$ cat config.mk
export PLATFORM = sky130hd
export DESIGN_NAME = escaped_serial_frame_parser_flat
export DESIGN_NICKNAME = d
export VERILOG_FILES = /design/src/design/esfp_pkg.sv /design/src/design/esfp_if.sv /design/src/design/esfp_parse.sv /design/src/design/escaped_serial_frame_parser.sv /design/src/flat_wrapper.sv
export VERILOG_INCLUDE_DIRS = /design/src /design/src/design
export SDC_FILE = /design/constraint.sdc
export NUM_CORES = 1
export LEC_CHECK = 0
export ABC_AREA = 1
export BUFFER_PORTS_ARGS = -buffer_cell sky130_fd_sc_hd__buf_4
export CELL_PAD_IN_SITES_DETAIL_PLACEMENT = 1
export CELL_PAD_IN_SITES_GLOBAL_PLACEMENT = 1
export CORE_ASPECT_RATIO = 0.9
export CORE_MARGIN = 2
export CORE_UTILIZATION = 48
export DETAILED_ROUTE_END_ITERATION = 12
export GPL_ROUTABILITY_DRIVEN = 0
export PLACE_DENSITY_LB_ADDON = 0.3
export SYNTH_ARGS = -nofsm -noshare
export SYNTH_HDL_FRONTEND = slang
export SYNTH_SLANG_ARGS = --single-unit
$ cat constraint.sdc
create_clock -name clock -period 8.2 [get_ports clock]
set_input_delay 0.82 -clock clock [delete_from_list [all_inputs] [get_ports clock]]
set_output_delay 0.82 -clock clock [all_outputs]
set_load 0.02 [all_outputs]
$ cat src/design/escaped_serial_frame_parser_defines.svh
// assertion macros for the escaped serial frame parser
// included by the modules that check their own logic; no other dependencies
`ifndef ESCAPED_SERIAL_FRAME_PARSER_DEFINES_SVH
`define ESCAPED_SERIAL_FRAME_PARSER_DEFINES_SVH

`ifndef SYNTHESIS

`define ESFP_ASSERT(label, clk, rst, prop, msg) \
   label: assert property (@(posedge clk) disable iff (rst) prop) else $error(msg);

`define ESFP_ASSERT_ALWAYS(label, clk, prop, msg) \
   label: assert property (@(posedge clk) prop) else $error(msg);

`else

`define ESFP_ASSERT(label, clk, rst, prop, msg)

`define ESFP_ASSERT_ALWAYS(label, clk, prop, msg)

`endif

`endif

$ cat src/design/esfp_pkg.sv
// shared types and constants for the escaped serial frame parser
// no dependencies
package esfp_pkg;

   localparam logic [7:0]  SYNC_BYTE  = 8'hFF;
   localparam logic [7:0]  STUFF_BYTE = 8'h55;
   localparam logic [15:0] MIN_LENGTH = 16'd5;

   typedef enum logic [1:0] {
      ST_BUSY = 2'd0,
      ST_OK   = 2'd1,
      ST_ERR  = 2'd2
   } status_type;

   typedef struct packed {
      status_type  status;
      logic        payload_valid;
      logic [7:0]  payload_byte;
      logic [7:0]  frame_command;
      logic [7:0]  frame_sequence;
      logic [15:0] frame_flags;
      logic [15:0] payload_length;
   } result_type;

endpackage

$ cat src/design/esfp_if.sv
// handshake channels for the escaped serial frame parser: request and response
// depends on esfp_pkg
interface esfp_req_if;
   logic       valid;
   logic       ready;
   logic [7:0] rx_byte;

   modport source (output valid, output rx_byte, input ready);
   modport sink   (input valid, input rx_byte, output ready);
endinterface

interface esfp_rsp_if import esfp_pkg::*; ();
   logic        valid;
   logic        ready;
   status_type  status;
   logic        payload_valid;
   logic [7:0]  payload_byte;
   logic [7:0]  frame_command;
   logic [7:0]  frame_sequence;
   logic [15:0] frame_flags;
   logic [15:0] payload_length;

   modport source (output valid, output status, output payload_valid, output payload_byte,
                   output frame_command, output frame_sequence, output frame_flags,
                   output payload_length, input ready);
   modport sink   (input valid, input status, input payload_valid, input payload_byte,
                   input frame_command, input frame_sequence, input frame_flags,
                   input payload_length, output ready);
endinterface

$ cat src/design/esfp_parse.sv
// frame parser state and per-byte next-state logic
// depends on esfp_pkg and escaped_serial_frame_parser_defines.svh
`include "escaped_serial_frame_parser_defines.svh"

module esfp_parse import esfp_pkg::*; (
   input  logic       clock,
   input  logic       reset,
   input  logic       step_valid,
   input  logic [7:0] rx_byte,
   output result_type result
);

   typedef enum logic [3:0] {
      PH_HUNT = 4'd0,
      PH_HDR1 = 4'd1,
      PH_HDR2 = 4'd2,
      PH_LEN1 = 4'd3,
      PH_LEN2 = 4'd4,
      PH_CMD  = 4'd5,
      PH_SEQ  = 4'd6,
      PH_FLG1 = 4'd7,
      PH_BODY = 4'd8
   } phase_type;

   phase_type   phase_ff, phase_in;
   logic [15:0] length_ff, length_in;
   logic [7:0]  sum_ff, sum_in;
   logic [7:0]  command_ff, command_in;
   logic [7:0]  sequence_ff, sequence_in;
   logic [15:0] flags_ff, flags_in;
   logic [15:0] count_ff, count_in;
   logic        escape_ff, escape_in;
   status_type  status;
   logic        pvalid;
   logic [7:0]  pbyte;
   logic [7:0]  sum_add;
   logic [15:0] body_length;

   assign sum_add     = sum_ff + rx_byte;
   assign body_length = length_ff - MIN_LENGTH;

   always_comb begin
      phase_in    = phase_ff;
      length_in   = length_ff;
      sum_in      = sum_ff;
      command_in  = command_ff;
      sequence_in = sequence_ff;
      flags_in    = flags_ff;
      count_in    = count_ff;
      escape_in   = escape_ff;
      status      = ST_BUSY;
      pvalid      = 1'b0;
      pbyte       = 8'h00;
      case (phase_ff)
         PH_HDR1: begin
            if (rx_byte == SYNC_BYTE) begin
               phase_in = PH_HDR2;
            end else begin
               status   = ST_ERR;
               phase_in = PH_HUNT;
            end
         end
         PH_HDR2: begin
            length_in = {rx_byte, 8'h00};
            sum_in    = sum_add;
            phase_in  = PH_LEN1;
         end
         PH_LEN1: begin
            length_in = {length_ff[15:8], rx_byte};
            sum_in    = sum_add;
            phase_in  = PH_LEN2;
         end
         PH_LEN2: begin
            command_in = rx_byte;
            sum_in     = sum_add;
            phase_in   = PH_CMD;
         end
         PH_CMD: begin
            sequence_in = rx_byte;
            sum_in      = sum_add;
            phase_in    = PH_SEQ;
         end
         PH_SEQ: begin
            flags_in = {rx_byte, 8'h00};
            sum_in   = sum_add;
            phase_in = PH_FLG1;
         end
         PH_FLG1: begin
            flags_in = {flags_ff[15:8], rx_byte};
            sum_in   = sum_add;
            phase_in = PH_BODY;
         end
         PH_BODY: begin
            if (length_ff < MIN_LENGTH) begin
               status   = ST_ERR;
               phase_in = PH_HUNT;
            end else if (escape_ff) begin
               if (rx_byte == STUFF_BYTE) begin
                  sum_in    = sum_add;
                  escape_in = 1'b0;
               end else begin
                  status   = ST_ERR;
                  phase_in = PH_HUNT;
               end
            end else if (count_ff == body_length) begin
               phase_in = PH_HUNT;
               status   = (rx_byte == sum_ff) ? ST_OK : ST_ERR;
            end else begin
               count_in  = count_ff + 16'd1;
               sum_in    = sum_add;
               pvalid    = 1'b1;
               pbyte     = rx_byte;
               escape_in = (rx_byte == SYNC_BYTE);
            end
         end
         default: begin
            // hunting, unused codes land here too
            if (rx_byte == SYNC_BYTE) begin
               phase_in    = PH_HDR1;
               length_in   = '0;
               sum_in      = '0;
               command_in  = '0;
               sequence_in = '0;
               flags_in    = '0;
               count_in    = '0;
               escape_in   = 1'b0;
            end else begin
               status   = ST_ERR;
               phase_in = PH_HUNT;
            end
         end
      endcase
   end

   always_comb begin
      result.status         = status;
      result.payload_valid  = pvalid;
      result.payload_byte   = pbyte;
      result.frame_command  = command_in;
      result.frame_sequence = sequence_in;
      result.frame_flags    = flags_in;
      result.payload_length = (length_in < MIN_LENGTH) ? 16'd0 : (length_in - MIN_LENGTH);
   end

   always_ff @(posedge clock) begin
      if (reset) begin
         phase_ff    <= PH_HUNT;
         length_ff   <= '0;
         sum_ff      <= '0;
         command_ff  <= '0;
         sequence_ff <= '0;
         flags_ff    <= '0;
         count_ff    <= '0;
         escape_ff   <= 1'b0;
      end else if (step_valid) begin
         phase_ff    <= phase_in;
         length_ff   <= length_in;
         sum_ff      <= sum_in;
         command_ff  <= command_in;
         sequence_ff <= sequence_in;
         flags_ff    <= flags_in;
         count_ff    <= count_in;
         escape_ff   <= escape_in;
      end
   end

   `ESFP_ASSERT(a_ok_returns_to_hunt, clock, reset,
      step_valid && status == ST_OK |=> phase_ff == PH_HUNT,
      "frame ok did not return to hunting")

   `ESFP_ASSERT(a_err_returns_to_hunt, clock, reset,
      step_valid && status == ST_ERR |=> phase_ff == PH_HUNT && !$past(pvalid),
      "error did not return to hunting")

   `ESFP_ASSERT(a_sync_payload_arms_escape, clock, reset,
      step_valid && pvalid && rx_byte == SYNC_BYTE |=> escape_ff,
      "payload sync byte did not arm escape")

   `ESFP_ASSERT(a_count_within_length, clock, reset,
      phase_ff == PH_BODY && length_ff >= MIN_LENGTH |-> count_ff <= body_length,
      "payload count ran past frame length")

endmodule

$ cat src/design/escaped_serial_frame_parser.sv
// escaped serial frame parser top level: input register, parser, result register
// depends on esfp_pkg, esfp_if, esfp_parse and escaped_serial_frame_parser_defines.svh
//
//   channel   direction  payload
//   req_bus   in         rx_byte
//   rsp_bus   out        status, payload_valid, payload_byte, frame_command,
//                        frame_sequence, frame_flags, payload_length
//
// one byte per cycle sustained while rsp_bus is ready; each beat is held in the input register
// and, once parsed, in the result register that drives rsp_bus
// the parse step is combinational logic between the input and result registers
// synchronous reset returns the parser to header hunting with all fields zero
// a stalled rsp_bus holds the result; req_bus keeps accepting until both registers fill
`include "escaped_serial_frame_parser_defines.svh"

module escaped_serial_frame_parser import esfp_pkg::*; (
   input  logic       clock,
   input  logic       reset,
   esfp_req_if.sink   req_bus,
   esfp_rsp_if.source rsp_bus
);

   logic       in_valid_ff, in_valid_in;
   logic [7:0] in_byte_ff, in_byte_in;
   logic       out_valid_ff, out_valid_in;
   result_type out_data_ff, out_data_in;
   result_type step_result;
   logic       advance;
   logic       req_fire;

   assign advance        = in_valid_ff && (!out_valid_ff || rsp_bus.ready);
   assign req_bus.ready  = !in_valid_ff || advance;
   assign req_fire       = req_bus.valid && req_bus.ready;

   esfp_parse u_parse (
      .clock      (clock),
      .reset      (reset),
      .step_valid (advance),
      .rx_byte    (in_byte_ff),
      .result     (step_result)
   );

   always_comb begin
      in_valid_in  = in_valid_ff;
      in_byte_in   = in_byte_ff;
      out_valid_in = out_valid_ff;
      out_data_in  = out_data_ff;
      if (req_fire) begin
         in_valid_in = 1'b1;
         in_byte_in  = req_bus.rx_byte;
      end else if (advance) begin
         in_valid_in = 1'b0;
      end
      if (advance) begin
         out_valid_in = 1'b1;
         out_data_in  = step_result;
      end else if (rsp_bus.ready) begin
         out_valid_in = 1'b0;
      end
   end

   always_ff @(posedge clock) begin
      if (reset) begin
         in_valid_ff  <= 1'b0;
         out_valid_ff <= 1'b0;
      end else begin
         in_valid_ff  <= in_valid_in;
         out_valid_ff <= out_valid_in;
      end
      in_byte_ff  <= in_byte_in;
      out_data_ff <= out_data_in;
   end

   assign rsp_bus.valid          = out_valid_ff;
   assign rsp_bus.status         = out_data_ff.status;
   assign rsp_bus.payload_valid  = out_data_ff.payload_valid;
   assign rsp_bus.payload_byte   = out_data_ff.payload_byte;
   assign rsp_bus.frame_command  = out_data_ff.frame_command;
   assign rsp_bus.frame_sequence = out_data_ff.frame_sequence;
   assign rsp_bus.frame_flags    = out_data_ff.frame_flags;
   assign rsp_bus.payload_length = out_data_ff.payload_length;

   `ESFP_ASSERT(a_advance_fills_output, clock, reset,
      advance |=> out_valid_ff,
      "parsed beat did not reach the result register")

   `ESFP_ASSERT(a_full_pipe_blocks_input, clock, reset,
      in_valid_ff && out_valid_ff && !rsp_bus.ready |-> !req_bus.ready,
      "input accepted while both registers are full")

   `ESFP_ASSERT_ALWAYS(a_reset_clears_valids, clock,
      reset |=> !in_valid_ff && !out_valid_ff,
      "valid flags not cleared by reset")

endmodule

$ cat src/flat_wrapper.sv
// flat-port wrapper written by rule: the top's interface ports become plain ports
module escaped_serial_frame_parser_flat import esfp_pkg::*;
  (clock, reset, req_bus_valid, req_bus_rx_byte, req_bus_ready, rsp_bus_valid, rsp_bus_status, rsp_bus_payload_valid, rsp_bus_payload_byte, rsp_bus_frame_command, rsp_bus_frame_sequence, rsp_bus_frame_flags, rsp_bus_payload_length, rsp_bus_ready);
  esfp_req_if req_bus_i ();
  esfp_rsp_if rsp_bus_i ();
  input  logic clock;
  input  logic reset;
  input wire logic [$bits(req_bus_i.valid)-1:0] req_bus_valid;
  input wire logic [$bits(req_bus_i.rx_byte)-1:0] req_bus_rx_byte;
  output wire logic [$bits(req_bus_i.ready)-1:0] req_bus_ready;
  output wire logic [$bits(rsp_bus_i.valid)-1:0] rsp_bus_valid;
  output wire logic [$bits(rsp_bus_i.status)-1:0] rsp_bus_status;
  output wire logic [$bits(rsp_bus_i.payload_valid)-1:0] rsp_bus_payload_valid;
  output wire logic [$bits(rsp_bus_i.payload_byte)-1:0] rsp_bus_payload_byte;
  output wire logic [$bits(rsp_bus_i.frame_command)-1:0] rsp_bus_frame_command;
  output wire logic [$bits(rsp_bus_i.frame_sequence)-1:0] rsp_bus_frame_sequence;
  output wire logic [$bits(rsp_bus_i.frame_flags)-1:0] rsp_bus_frame_flags;
  output wire logic [$bits(rsp_bus_i.payload_length)-1:0] rsp_bus_payload_length;
  input wire logic [$bits(rsp_bus_i.ready)-1:0] rsp_bus_ready;
  assign req_bus_i.valid = req_bus_valid;
  assign req_bus_i.rx_byte = req_bus_rx_byte;
  assign req_bus_ready = req_bus_i.ready;
  assign rsp_bus_valid = rsp_bus_i.valid;
  assign rsp_bus_status = rsp_bus_i.status;
  assign rsp_bus_payload_valid = rsp_bus_i.payload_valid;
  assign rsp_bus_payload_byte = rsp_bus_i.payload_byte;
  assign rsp_bus_frame_command = rsp_bus_i.frame_command;
  assign rsp_bus_frame_sequence = rsp_bus_i.frame_sequence;
  assign rsp_bus_frame_flags = rsp_bus_i.frame_flags;
  assign rsp_bus_payload_length = rsp_bus_i.payload_length;
  assign rsp_bus_i.ready = rsp_bus_ready;
  escaped_serial_frame_parser u_core (.clock(clock), .reset(reset), .req_bus(req_bus_i), .rsp_bus(rsp_bus_i));
endmodule
== Word-level counts from Yosys, hierarchy flattened ==
Cells that the tools add are included.
Word-level totals
  register bits after elaboration: 146
  output and inout bits: 61
Operators by class
  reductions and logical operators: 22
  multiplexer cells: 44
  bitwise operators: 3
  $lt $le $gt $ge: 2
  equality and inequality tests: 19
  add/sub/neg operators: 4
Operators with widths (number)
  $mux 16: 6
  $pmux 16 s3: 2
  $mux 8: 7
  $lt 16x3->1 const B: 2
  $pmux 16 s2: 1
  $pmux 4 s8: 1
  $pmux 8 s2: 2
  $sub 16x3->16 const B: 2
  $pmux 8 s3: 1
  $reduce_or 7->1: 3
  $reduce_or 6->1: 3
  $add 16x1->16 const B: 1
  $eq 16x16->1: 1
  $eq 4x3->1 const B: 4
  $mux 4: 4
  $mux 2: 7
  $reduce_and 6->1: 2
  $mux 1: 11
  $add 8x8->8: 1
  $eq 4x2->1 const B: 2
  $eq 8x7->1 const B: 1
  $eq 8x8->1: 1
  $eq 8x8->1 const B: 1
  $ne 4x4->1 const B: 2
  other kinds (16): 26

== Logic depth before layout (Yosys ltp) ==
  depth in word-level cells: 6
  gate-level depth with buffers: 19
  depth with buffers taken out: 19

== By module ==
A second synthesis with hierarchy kept.
Second synthesis, totals
  cells, all modules: 1072
  area total of the unflattened synthesis: 8066.5 µm²
By module, submodules not included
  esfp_parse: cells an instance 993, instances 1, area an instance 5963.2 µm², sequential area each 1541.5 µm²
  escaped_serial_frame_parser: cells an instance 79, instances 1, area an instance 2103.3 µm², sequential area each 2052.0 µm²

== Worst setup path after synthesis ==
OpenSTA, ideal clock, no wires.
  kind: input to register
  from: input rsp_bus_ready
  to: register u_core.out_data_ff (netlist bit u_core.rsp_bus.frame_command[0]) (enable)
  arrival: 2.952 ns
  stages on the path: 5
  setup slack: 4.802 ns
  path buffers: 1
  cell sequence: inv_1 > nand2_1 > nand2_1 > inv_1 > clkbuf_1
Between the ends
  longest elaborated chain between the ends: 2
RTL lines
  from (decl): RTL line flat_wrapper.sv:19  | input wire logic [$bits(rsp_bus_i.ready)-1:0] rsp_bus_ready;
  $logic_or 1x1->1: RTL line escaped_serial_frame_parser.sv:31  | assign advance = in_valid_ff && (!out_valid_ff || rsp_bus.ready);
  $logic_and 1x1->1: RTL line escaped_serial_frame_parser.sv:31
  net u_core.advance: RTL line escaped_serial_frame_parser.sv:28  | logic advance;
  to (signal assigned): RTL line escaped_serial_frame_parser.sv:71  | out_data_ff <= out_data_in;
  to (decl): RTL line escaped_serial_frame_parser.sv:26  | result_type out_data_ff, out_data_in;
The timed path passes the listed nets, and every way through them passes these cells.
A chain may end at the register's enable or synchronous reset.

== Worst setup path in the final report ==
  from: register u_core.u_parse.phase_ff[3]
  to: register u_core.out_data_ff (netlist bit u_core.rsp_bus.payload_length[8]) (data pin)
Between the ends
  longest elaborated chain between the ends: 4
  elaborated cells between the ends (all ways): 12
  classes of those cells: add/sub (1); order compare (1); eq/ne (8); mux (1); reduce/logical (1)
RTL lines
  from (decl): RTL line esfp_parse.sv:25  | phase_type phase_ff, phase_in;
  from (signal assigned): RTL line esfp_parse.sv:156  | phase_ff <= phase_in;
  $eq 4x4->1, or another cell as far along: RTL line esfp_parse.sv:54  | case (phase_ff)
  $reduce_or 6->1 (no source line)
  $pmux 16 s3 (*): RTL line esfp_parse.sv:54
  $sub 16x3->16 / $lt 16x3->1 (equally long branches): RTL line esfp_parse.sv:142  | result.payload_length = (length_in < MIN_LENGTH) ? 16'd0 : (length_in - MIN_LENGTH);
Mark *: on every way between the ends. The rest lies on a longest branch, timed or not.

==> results_dict.tcl <==
set metrics [dict create \
    path_delay_family "simple AND/OR/NAND/NOR gates" \
    drv_cap 0 \
    fin_crit_ns 3.188 \
    routed_wl_mm 25.95 \
    routed_via_density 5.714 \
    p_leak_nw 4.226 \
    core_um2 16240 \
    ys_seq_area_share_pct 44.68 \
    fin_crit_sh_pct 38.87 \
    avgSynthCellArea_um2 7.566 \
    use_met2_pct 49.88 \
    antenna_found_initial 0 \
    maxSlewViolCount 0 \
    relSlewSlack_pct 31.29 \
    ios 73 \
    final_area_um2 9321 \
    whs_ns 0.4906 \
    vias 7674 \
    synth-seq-cells 146 \
    worst_path_largest_cell_delay_ns 0.52 \
    ir_drop_v 0.0002128 \
    worst-path-buf-inv 2 \
    dpl_cell_area_um2 8706 \
    cp.arrival_ns 3.37 \
    setup_ws_ns 5.012 \
    timing_worst_setup_path_type "register to register" \
    crit_fanout 12 \
    cts_sinks 146 \
    clk_pin_slew_worst_paths_ns 0.07 \
    io_buffers 72 \
    drive_gt1_share_pct 14.26 \
    crit_required_ns 8.38 \
    end_kind "register" \
    yosysWarningCount 0 \
    cts.path.max_buffers 2 \
    grt_max_degree 82 \
    synth_cell_types 47 \
    initial_core_util_pct 49.52 \
    cts-root-buf "clkbuf_16" \
    outcome "finished, final reports clean" \
    wl_per_cell_um 19.32 \
    cts_tree "yes" \
    post_cts_buffers 0 \
    dp_hpwl_mm 17.39 \
    gr-total-overflow 0 \
    clk_latency_ns 0.44 \
    syn_nets 1086 \
    finalHoldViolCount 0 \
    netlist_area_um2 8043 \
    netlist_instances 1063 \
    dieArea_um2 17810 \
    insertedDiodeCount 0 \
    row_count 44 \
    top_usage_layer "met2" \
    cp_cell_sequence "nor2_4 > nand2_2 > nand2_2 > nor2_2 > nand3_2 > nand2_1 > nand2_1 > nand2_1 > inv_1 > ha_1 > inv_1 > nand2_1 > nand2_2 > nor2_4 > xnor2_1 > nor2_1" \
    tightest_slew_ns 1.031 \
    gr-usage-met3_pct 5.625 \
    numCtsBuffers 17 \
    dp_worst_setup_slack_ns 5.165 \
    fin_skew_ns 0.01281 \
    grt_use_met1_pct 39.78 \
    ctsResizeCount 0 \
    die_w_um 140.4 \
    setup-tns-final_ns 0 \
    die_y_um 126.8 \
    startpoint_type "register" \
    holdCritPathClass "register to register" \
    cts_hold_buffers 0 \
    crit_path_frequent_cell "nand2_1" \
    htree_levels 4 \
    synthToLayoutAreaGrowth_pct 15.90 \
    dr.pass1.iters 7 \
    fmax_mhz 313.7 \
    grt_pass1_wl_mm 42.23 \
    slowest_stage "dfxtp_1" \
    remaining_drc_errors 0 \
    setup_viol 0 \
    dr.first_iter.drc_count 481 \
    rsz0062_at_grt "false" \
    grt.total_usage_pct 30.22 \
    nNetsFinal 1146 \
    p_per_area_nw_per_um2 228.5 \
    antenna_left 0 \
    grt_pass1_vias 7867 \
]
[registers in the layout, summed over array words and instances (netlist names)]
register / count
u_core.in_byte_ff: 8
u_core.in_valid_ff: 1
u_core.rsp_bus.frame_command: 8
u_core.rsp_bus.frame_flags: 16
u_core.rsp_bus.frame_sequence: 8
u_core.rsp_bus.payload_byte: 8
u_core.rsp_bus.payload_length: 16
u_core.rsp_bus.payload_valid: 1
u_core.rsp_bus.status: 2
u_core.rsp_bus.valid: 1
u_core.u_parse.command_ff: 8
u_core.u_parse.count_ff: 16
u_core.u_parse.escape_ff: 1
u_core.u_parse.flags_ff: 16
u_core.u_parse.length_ff: 16
u_core.u_parse.phase_ff: 4
u_core.u_parse.sequence_ff: 8
u_core.u_parse.sum_ff: 8
[worst reg2reg max path: cells and delay by family, from the launching register on]
kind | cells | cell delay (ns)
AND/OR/NAND/NOR | 12 | 1.87
flip-flops | 1 | 0.52
adder cells (fa/ha/maj) | 1 | 0.23
XOR/XNOR | 1 | 0.17
buffers and inverters | 2 | 0.16
[power breakdown]
part	switching [W]	leakage (nW)	internal [W]	total [W]
Combinational	0.000312	2.65	0.000145	0.000458
Sequential	0.0000348	1.28	0.000825	0.000860
Clock	0.000374	0.293	0.000439	0.000813
[layer usage]
| layer | part of all wire [%] | vias up |
|---|---|---|
| met5 | 0 | - |
| met4 | 2.8 | 0 |
| met3 | 5.4 | 67 |
| met2 | 47 | 255 |
| met1 | 44 | 3739 |
| li1 | - | 3613 |
[area by class of cell]
cell class | count | area, µm²
clock buffers | 17 | 425.4
clock inverters | 15 | 190.2
fillers | 2045 | 6919
inverters | 162 | 608.1
multi-input cells | 721 | 3682
flip-flops and latches | 146 | 3593
well taps | 207 | 259.0
repair buffers | 75 | 563.0
[worst paths after layout]
| kind | start | end | slack, ns | depth (start not counted) |
|---|---|---|---|---|
| setup / recovery | u_core.u_parse.phase_ff[3] | u_core.rsp_bus.payload_length[8] | 5.01 | 16 |
| hold / removal | u_core.u_parse.flags_ff[6] | u_core.u_parse.flags_ff[6] | 0.49 | 2 |
| setup reg to reg | u_core.u_parse.phase_ff[3] | u_core.rsp_bus.payload_length[8] | 5.01 | 16 |
| hold reg to reg | u_core.u_parse.flags_ff[6] | u_core.u_parse.flags_ff[6] | 0.49 | 2 |
[cells by family after synthesis]
kind of cell    count (synthesis)  share of synthesized area [%]
compound gates                183                          12.94
xor+xnor                       27                          2.940
fa+ha+maj                      11                          1.805
buf+inv                       196                          9.568
flops                         146                          44.68
simple gates                  500                          28.06
[cell usage after synthesis (all sizes together)]
master  instances  area (µm²)
nor3b           1       7.510
a211oi         11       92.58
xnor2          10       87.58
nand3b          6       65.06
nor4            7       43.79
nand3          81       447.9
xor2           17       148.9
fa              1       20.02
ha             10       125.1
o211ai          3       22.52
edfxtp         67        2012
nor2          146       615.6
inv           162       608.1
a31oi           1       6.260
o21ai          50       257.8
dfxtp          79        1582
a21oi          83       419.2
or2             2       12.51
nand4          12       81.33
o22ai          24       150.1
buf            10       71.31
and3            1       6.260
nor4b           1       8.760
o21bai          2       15.01
clkbuf         24       90.09
nor3            6       41.29
a21o            1       7.510
nand2         236       920.9
and2            1       6.260
o221ai          8       70.07
[layout by cell type (no fill, tap or decap), types with 2 or more instances in the layout]
cell type,instances
a211oi_1,9
a211oi_2,2
a21oi_1,82
buf_4,75
clkbuf_16,17
clkinv_8,4
clkinvlp_4,2
dfxtp_1,79
edfxtp_1,67
ha_1,10
inv_1,156
inv_2,6
inv_6,3
inv_8,4
nand2_1,221
nand2_2,15
nand3_1,74
nand3_2,6
nand3b_1,3
nand3b_2,2
nand4_1,11
nor2_1,131
nor2_2,9
nor2_4,6
nor3_1,5
nor4_1,7
o211ai_1,3
o21ai_0,33
o21ai_1,15
o21ai_2,2
o21bai_1,2
o221ai_1,8
o22ai_1,24
or2_2,2
xnor2_1,10
xor2_1,17
[through the flow]
stage          std cells  utilization, %  power [W]
6_report            1343           57.40   0.002130
5_1_grt             1343           57.40   0.002219
4_1_cts             1343           57.40   0.002136
3_5_place_dp        1311           53.61   0.001315
3_3_place_gp        1311           53.61   0.001294
2_1_floorplan       1063               -   0.001180
(Power assumes the default switching activity.)
